## config.mk

```make
export PLATFORM = sky130hd
export DESIGN_NAME = sixteen_channel_pwm_register_device_flat
export DESIGN_NICKNAME = d
export VERILOG_FILES = /design/src/design/scpwm_pkg.sv /design/src/design/scpwm_req_if.sv /design/src/design/scpwm_rsp_if.sv /design/src/design/sixteen_channel_pwm_register_device.sv /design/src/flat_wrapper.sv
export SDC_FILE = /design/constraint.sdc
export NUM_CORES = 2
export LEC_CHECK = 0
export BUFFER_PORTS_ARGS = -buffer_cell sky130_fd_sc_hd__buf_2
export CAP_MARGIN = 20
export CORE_AREA = 2 2 258 260
export CTS_CLUSTER_DIAMETER = 80
export CTS_CLUSTER_SIZE = 12
export DETAILED_ROUTE_END_ITERATION = 8
export DIE_AREA = 0 0 260 262
export GPL_ROUTABILITY_DRIVEN = 0
export HOLD_SLACK_MARGIN = 0.02
export PLACE_DENSITY = 0.87
export SETUP_SLACK_MARGIN = 0.2
export SKIP_CTS_REPAIR_TIMING = 1
export SLEW_MARGIN = 15
export SYNTH_ARGS = -nofsm -noshare
export SYNTH_HDL_FRONTEND = slang
export SYNTH_SLANG_ARGS = --single-unit
```

## constraint.sdc

```tcl
create_clock -name clk -period 5.09 [get_ports clk]
set_input_delay 0 -clock clk [delete_from_list [all_inputs] [get_ports clk]]
set_output_delay 0 -clock clk [all_outputs]
set_load 0.02 [all_outputs]
```

## src/design/scpwm_pkg.sv

```systemverilog
`default_nettype none

package scpwm_pkg;

    typedef logic [1:0]  op_t;
    typedef logic [11:0] cmp_t;

    localparam op_t OP_TICK  = 2'd0;
    localparam op_t OP_WRITE = 2'd1;
    localparam op_t OP_READ  = 2'd2;

    localparam logic [7:0] ADDR_MODE1    = 8'h00;
    localparam logic [7:0] ADDR_MODE2    = 8'h01;
    localparam logic [7:0] ADDR_LED_BASE = 8'h06;
    localparam logic [7:0] ADDR_ALL_BASE = 8'hFA;
    localparam logic [7:0] ADDR_ALL_LAST = 8'hFD;
    localparam logic [7:0] ADDR_PRESCALE = 8'hFE;

    localparam int unsigned SLEEP_POS = 4;

    localparam logic [7:0] MODE1_RESET    = 8'h11;
    localparam logic [7:0] MODE2_RESET    = 8'h04;
    localparam logic [7:0] PRESCALE_RESET = 8'h1E;

    localparam int unsigned MAX_CHANNELS = 16;

    // Merge one byte into a compare value; sel_high picks bits 11..8.
    function automatic cmp_t put_led_byte(input cmp_t cur, input logic sel_high,
                                          input logic [7:0] b);
        cmp_t r;
        if (sel_high)
        begin
            r = {b[3:0], cur[7:0]};
        end
        else
        begin
            r = {cur[11:8], b};
        end
        return r;
    endfunction

    function automatic logic [7:0] get_led_byte(input cmp_t cur, input logic sel_high);
        logic [7:0] r;
        if (sel_high)
        begin
            r = {4'h0, cur[11:8]};
        end
        else
        begin
            r = cur[7:0];
        end
        return r;
    endfunction

endpackage

`default_nettype wire

```

## src/design/scpwm_req_if.sv

```systemverilog
`default_nettype none

interface scpwm_req_if;
    import scpwm_pkg::*;

    logic       valid;
    logic       ready;
    op_t        op;
    logic [7:0] reg_addr;
    logic [7:0] wr_byte;

    modport source (output valid, output op, output reg_addr, output wr_byte, input ready);
    modport sink   (input valid, input op, input reg_addr, input wr_byte, output ready);
endinterface

`default_nettype wire

```

## src/design/scpwm_rsp_if.sv

```systemverilog
`default_nettype none

interface scpwm_rsp_if;
    logic        valid;
    logic        ready;
    logic [7:0]  rd_byte;
    logic [15:0] pwm_lines;

    modport source (output valid, output rd_byte, output pwm_lines, input ready);
    modport sink   (input valid, input rd_byte, input pwm_lines, output ready);
endinterface

`default_nettype wire

```

## src/design/sixteen_channel_pwm_register_device.sv

```systemverilog
// Register-level model of a 16-channel, 12-bit PWM controller.
// The req channel carries one item per transfer: an oscillator tick, a
// register write or a register read (op, reg_addr, wr_byte). The rsp channel
// returns exactly one result per item: rd_byte (read data, zero for ticks,
// writes and unmapped addresses) and pwm_lines, the channel levels after the
// item has taken effect.
// The result of an item accepted at a clock edge is registered in the output
// register and is valid on rsp right after that edge.
// Throughput is one item per cycle while the receiver takes each result; the
// limit is the single output register, which is refilled in the same cycle it is drained.
// When the receiver stalls, the result stays in the output register and req
// keeps ready low until that result has been transferred.
// Reset puts the device to sleep (mode1 0x11, mode2 0x04, prescale 0x1E),
// clears all on and off compares and both counters, and empties the output
// register. The block is ready for items in the first cycle after reset.
`default_nettype none

module sixteen_channel_pwm_register_device #(
    parameter int unsigned NUM_CHANNELS = 16
) (
    input  wire logic  clk,
    input  wire logic  rst_n,
    scpwm_req_if.sink  req,
    scpwm_rsp_if.source rsp
);
    import scpwm_pkg::*;

    localparam logic [7:0] LED_END = 8'(32'(ADDR_LED_BASE) + 4 * NUM_CHANNELS);

    logic [7:0]  mode1_reg, mode1_next;
    logic [7:0]  mode2_reg, mode2_next;
    logic [7:0]  prescale_reg, prescale_next;
    logic [7:0]  div_reg, div_next;
    cmp_t        period_reg, period_next;
    cmp_t        on_reg  [NUM_CHANNELS];
    cmp_t        on_next [NUM_CHANNELS];
    cmp_t        off_reg [NUM_CHANNELS];
    cmp_t        off_next[NUM_CHANNELS];

    logic        out_valid_reg;
    logic [7:0]  rd_byte_reg, rd_byte_next;
    logic [15:0] lines_reg, lines_next;

    logic        accept;
    logic        asleep;
    logic [7:0]  led_off;
    logic [7:0]  all_off;
    logic        led_hit;
    logic        all_hit;

    assign req.ready     = !out_valid_reg || rsp.ready;
    assign accept        = req.valid && req.ready;
    assign asleep        = mode1_reg[SLEEP_POS];
    assign led_off       = req.reg_addr - ADDR_LED_BASE;
    assign all_off       = req.reg_addr - ADDR_ALL_BASE;
    assign led_hit       = (req.reg_addr >= ADDR_LED_BASE) && (req.reg_addr < LED_END);
    assign all_hit       = (req.reg_addr >= ADDR_ALL_BASE) && (req.reg_addr <= ADDR_ALL_LAST);

    assign rsp.valid     = out_valid_reg;
    assign rsp.rd_byte   = rd_byte_reg;
    assign rsp.pwm_lines = lines_reg;

    always_comb
    begin
        mode1_next    = mode1_reg;
        mode2_next    = mode2_reg;
        prescale_next = prescale_reg;
        div_next      = div_reg;
        period_next   = period_reg;
        rd_byte_next  = 8'h00;
        for (int n = 0; n < NUM_CHANNELS; n++)
        begin
            on_next[n]  = on_reg[n];
            off_next[n] = off_reg[n];
        end

        case (req.op)
            OP_TICK:
            begin
                if (!asleep)
                begin
                    if (div_reg >= prescale_reg)
                    begin
                        div_next    = 8'h00;
                        period_next = period_reg + 12'd1;
                    end
                    else
                    begin
                        div_next = div_reg + 8'd1;
                    end
                end
            end
            OP_WRITE:
            begin
                if (req.reg_addr == ADDR_MODE1)
                begin
                    mode1_next = req.wr_byte;
                end
                else if (req.reg_addr == ADDR_MODE2)
                begin
                    mode2_next = req.wr_byte;
                end
                else if (led_hit)
                begin
                    for (int n = 0; n < NUM_CHANNELS; n++)
                    begin
                        if (led_off[7:2] == 6'(n))
                        begin
                            if (led_off[1])
                            begin
                                off_next[n] = put_led_byte(off_reg[n], led_off[0], req.wr_byte);
                            end
                            else
                            begin
                                on_next[n] = put_led_byte(on_reg[n], led_off[0], req.wr_byte);
                            end
                        end
                    end
                end
                else if (all_hit)
                begin
                    // Broadcast: the same byte lands in every channel.
                    for (int n = 0; n < NUM_CHANNELS; n++)
                    begin
                        if (all_off[1])
                        begin
                            off_next[n] = put_led_byte(off_reg[n], all_off[0], req.wr_byte);
                        end
                        else
                        begin
                            on_next[n] = put_led_byte(on_reg[n], all_off[0], req.wr_byte);
                        end
                    end
                end
                else if (req.reg_addr == ADDR_PRESCALE)
                begin
                    if (asleep)
                    begin
                        prescale_next = req.wr_byte;
                    end
                end
            end
            OP_READ:
            begin
                if (req.reg_addr == ADDR_MODE1)
                begin
                    rd_byte_next = mode1_reg;
                end
                else if (req.reg_addr == ADDR_MODE2)
                begin
                    rd_byte_next = mode2_reg;
                end
                else if (led_hit)
                begin
                    for (int n = 0; n < NUM_CHANNELS; n++)
                    begin
                        if (led_off[7:2] == 6'(n))
                        begin
                            if (led_off[1])
                            begin
                                rd_byte_next = get_led_byte(off_reg[n], led_off[0]);
                            end
                            else
                            begin
                                rd_byte_next = get_led_byte(on_reg[n], led_off[0]);
                            end
                        end
                    end
                end
                else if (req.reg_addr == ADDR_PRESCALE)
                begin
                    rd_byte_next = prescale_reg;
                end
            end
            default:
            begin
                rd_byte_next = 8'h00;
            end
        endcase
    end

    // Channel levels are taken from the state as it stands after this item.
    always_comb
    begin
        lines_next = '0;
        for (int n = 0; n < NUM_CHANNELS; n++)
        begin
            if (on_next[n] <= off_next[n])
            begin
                lines_next[n] = (period_next >= on_next[n]) && (period_next < off_next[n]);
            end
            else
            begin
                lines_next[n] = (period_next >= on_next[n]) || (period_next < off_next[n]);
            end
        end
    end

    always_ff @(posedge clk or negedge rst_n)
    begin
        if (!rst_n)
        begin
            mode1_reg     <= MODE1_RESET;
            mode2_reg     <= MODE2_RESET;
            prescale_reg  <= PRESCALE_RESET;
            div_reg       <= 8'h00;
            period_reg    <= '0;
            out_valid_reg <= 1'b0;
            for (int n = 0; n < NUM_CHANNELS; n++)
            begin
                on_reg[n]  <= '0;
                off_reg[n] <= '0;
            end
        end
        else
        begin
            if (accept)
            begin
                mode1_reg    <= mode1_next;
                mode2_reg    <= mode2_next;
                prescale_reg <= prescale_next;
                div_reg      <= div_next;
                period_reg   <= period_next;
                for (int n = 0; n < NUM_CHANNELS; n++)
                begin
                    on_reg[n]  <= on_next[n];
                    off_reg[n] <= off_next[n];
                end
                out_valid_reg <= 1'b1;
            end
            else if (rsp.ready)
            begin
                out_valid_reg <= 1'b0;
            end
        end
    end

    always_ff @(posedge clk)
    begin
        if (accept)
        begin
            rd_byte_reg <= rd_byte_next;
            lines_reg   <= lines_next;
        end
    end

endmodule

`default_nettype wire

```

## src/flat_wrapper.sv

```systemverilog
// flat-port wrapper written by rule: the top's interface ports become plain ports
module sixteen_channel_pwm_register_device_flat import scpwm_pkg::*;
#(
    parameter int unsigned NUM_CHANNELS = 16
)
  (clk, rst_n, req_valid, req_op, req_reg_addr, req_wr_byte, req_ready, rsp_valid, rsp_rd_byte, rsp_pwm_lines, rsp_ready);
  scpwm_req_if req_i ();
  scpwm_rsp_if rsp_i ();
  input  wire logic clk;
  input  wire logic rst_n;
  input wire logic [$bits(req_i.valid)-1:0] req_valid;
  input wire logic [$bits(req_i.op)-1:0] req_op;
  input wire logic [$bits(req_i.reg_addr)-1:0] req_reg_addr;
  input wire logic [$bits(req_i.wr_byte)-1:0] req_wr_byte;
  output wire logic [$bits(req_i.ready)-1:0] req_ready;
  output wire logic [$bits(rsp_i.valid)-1:0] rsp_valid;
  output wire logic [$bits(rsp_i.rd_byte)-1:0] rsp_rd_byte;
  output wire logic [$bits(rsp_i.pwm_lines)-1:0] rsp_pwm_lines;
  input wire logic [$bits(rsp_i.ready)-1:0] rsp_ready;
  assign req_i.valid = req_valid;
  assign req_i.op = req_op;
  assign req_i.reg_addr = req_reg_addr;
  assign req_i.wr_byte = req_wr_byte;
  assign req_ready = req_i.ready;
  assign rsp_valid = rsp_i.valid;
  assign rsp_rd_byte = rsp_i.rd_byte;
  assign rsp_pwm_lines = rsp_i.pwm_lines;
  assign rsp_i.ready = rsp_ready;
  sixteen_channel_pwm_register_device #(.NUM_CHANNELS(NUM_CHANNELS)) u_core (.clk(clk), .rst_n(rst_n), .req(req_i), .rsp(rsp_i));
endmodule
```

==> flow_metrics.py <==
metrics = {
    "sta": {
        "setup_tns_ns": 0,
        "fin_crit_ns": 4.81,
        "finalHoldViolCount": 0,
        "rsz0062_at_grt": "false",
        "slew_viol_final": 0,
        "slew_headroom": 0.314,
        "clock_skew_ns": 0.0132,
        "setup_viol": 0,
        "fin_crit_sh": 0.946,
        "fin_hold_ws_ns": 0.0291,
        "max_slew.worst_pin.slew_ns": 1.03,
        "fmax_mhz": 208,
    },
    "logic_synthesis": {
        "yosys_warnings": 0,
        "postSynthCellCount": 3855,
        "synth_edf_count": 24,
        "syn-cell-area_um2": 38200,
        "synthArstFlopShare": 0.947,
        "synth.yosys.seq_area_share": 0.300,
        "avgSynthCellArea_um2": 9.91,
        "yosys_register_bits": 453,
        "synth_nets": 4448,
        "synth_ff_type": "dfrtp_1",
        "synth.distinct_cells": 91,
    },
    "pwr": {
        "power_density_nw_per_um2": 234,
        "ir_drop_uv": 220,
        "leakagePower_nw": 20.7,
    },
    "finish": {
        "mostFrequentLayoutCells": "ha_1, dfrtp_1, o21ai_0",
        "syn_to_final_growth_pct": 8.52,
        "regArea_um2": 11500,
        "final_net_count": 4477,
        "fin_cells": 4774,
        "drive_above_1_share": 0.165,
        "final_common_cell": "ha_1",
        "multiInputGateArea_um2": 25400,
        "fillers": 4822,
        "final_cell_area_um2": 41400,
    },
    "place": {
        "dp_cells": 4694,
        "port_buffers": 47,
        "dp.final_hpwl_um": 84800,
        "place_area_um2": 40000,
    },
    "global_route": {
        "grt_max_degree": 217,
        "grt_usage": 0.352,
        "grt-ovfl-total": 0,
        "grt_pass1_wl_um": 187000,
        "antenna_found_initial": 7,
        "first_global_vias": 33160,
    },
    "clock_tree": {
        "root_buffer": "clkbuf_16",
        "clock-sinks": 453,
        "htree_levels": 2,
        "clockBufferDepth": 3,
        "cts_buffers": 45,
        "cts_tree": "yes",
        "clk_latency_ns": 0.61,
        "clkTransAtPathRegs_ns": 0.07,
    },
    "worst_setup_path": {
        "crit_path_start": "u_core.prescale_reg[4]$_DFFE_PN1P_",
        "worstReg2RegEnd": "u_core.rsp.pwm_lines[9]$_DFFE_PP_",
        "r2r_cells": 16,
        "worst-setup-path-type": "flip-flop to flip-flop",
        "worstSetupEndpoint": "u_core.rsp.pwm_lines[9]$_DFFE_PP_",
        "crit_path_end_kind": "flip-flop",
        "r2r_setup_slack_ns": 0.28,
        "path_max_fanout": 11,
        "worstSetupStartpointType": "flip-flop",
        "crit_arrival_ns": 5.16,
        "required_ns": 5.44,
        "rr_startpoint": "u_core.prescale_reg[4]$_DFFE_PN1P_",
    },
    "floorplan": {
        "coreArea_um2": 65300,
        "die_h_um": 262,
        "die-area_um2": 68100,
        "fp.dieW_um": 260,
        "rows": 94,
        "io_pins": 48,
        "start_util": 0.585,
    },
    "detailed_routing": {
        "avgViaCountPerCell": 6.92,
        "wirelength_um": 120000,
        "vias": 33014,
        "initialDrtViolationCount": 4047,
        "drc": 0,
        "drtAntennaViolNets": 0,
        "drt_pass1_iterations": 8,
        "wl_per_cell_um": 25.2,
    },
    "hold_path": {
        "hold_path_class": "input port to asynchronous set/reset pin",
    },
    "run_status": {
        "status": "finished, final reports clean",
    },
    "job": {
        "cap_violations": 0,
    },
}
-- cells by family (layout without fill, tap and decap cells) --
logic type | count (synthesis) | in the layout | share of synthesized area
AOI/OAI and AO/OA | 839 | 839 | 0.137
and+or+nand+nor | 864 | 864 | 0.109
other | 0 | 4 | 0
xor gates and xnor gates | 32 | 32 | 0.00734
adders and majority gates | 586 | 586 | 0.191
DFF | 453 | 453 | 0.300
muxes | 671 | 671 | 0.214
buffers and inverters | 410 | 461 | 0.0420
-- synthesized netlist by cell type, drive strengths merged (27+ instances only) --
cell type | number | area [um^2]
nand4 | 83 | 519
nor2 | 169 | 704
mux4 | 89 | 2000
clkbuf | 148 | 556
o21a | 28 | 210
inv | 219 | 822
o21ai | 370 | 1870
nand3 | 41 | 205
a2111oi | 27 | 236
ha | 571 | 7140
a211oi | 33 | 248
buf | 43 | 228
nand2 | 339 | 1280
nand2b | 59 | 369
a21oi | 145 | 733
a21o | 105 | 788
mux2 | 260 | 2930
mux2i | 322 | 3220
nor3 | 72 | 408
dfrtp | 422 | 10600
nor2b | 43 | 269
-- routing by layer --
layer  vias to the layer above  routed length [um]  track usage
met1                     15766               44200        0.429
met2                      2222               52300        0.540
met4                         2               10000        0.256
met5                         -                  11            0
li1                      14322                   -            -
met3                       702               13900       0.0958
-- layout make-up --
class,count,share of cell area
diodes,4,0.000242
clock buffers,64,0.0289
clock inverters,5,0.00142
inverters,219,0.0199
multi-input cells,2992,0.613
flip-flops and latches,453,0.277
well taps,864,0.0261
repair buffers,173,0.0337
-- per-stage QoR --
| step | util | worst slack (ns) | power [W] |
|---|---|---|---|
| floorplan | - | 0.223 | 0.00574 |
| CTS | 0.633 | 0.122 | 0.00962 |
| global route | 0.635 | 0.221 | 0.0101 |
| finish | 0.635 | 0.276 | 0.00969 |
| detailed placement | 0.613 | 0.125 | 0.00647 |
| global placement | 0.613 | 0.306 | 0.00636 |
-- worst min-delay path by stage --
stage,from,end,slack (ns),cells past startpoint
final,rst_n,u_core.off_reg[27]$_DFFE_PN0P_,0.03,2
after global routing,req_op[0],u_core.div_reg[1]$_DFFE_PN0P_,0.09,5
after CTS,rst_n,u_core.off_reg[27]$_DFFE_PN0P_,-0.51,1
after detailed placement,rst_n,u_core.off_reg[27]$_DFFE_PN0P_,0.12,1
after global placement,rst_n,u_core.off_reg[24]$_DFFE_PN0P_,0.12,1
after floorplan,rst_n,u_core.div_reg[0]$_DFFE_PN0P_,-0.30,0
-- worst max-delay path: stages (launching register included) --
cell       delay, ns
dfstp_2         0.54
inv_1           0.08
ha_1            0.30
a211oi_1        0.29
o21ai_0         0.13
a21oi_1         0.24
nor2_1          0.11
and4_2          0.32
nand3_2         0.23
xnor2_4         0.14
buf_4           0.25
ha_1            0.24
a2111oi_0       0.54
o21a_1          0.21
o21ai_0         0.15
a311o_1         0.39
maj3_1          0.38
-- power breakdown --
| group | total, W | internal [W] | leakage [nW] | switching, W |
|---|---|---|---|---|
| combinational | 0.00244 | 0.000981 | 13.9 | 0.00146 |
| sequential | 0.00407 | 0.00388 | 6.14 | 0.000192 |
| clock | 0.00318 | 0.00167 | 0.605 | 0.00151 |
| total | 0.00969 | 0.00653 | 20.7 | 0.00316 |
(Power assumes the default switching activity.)
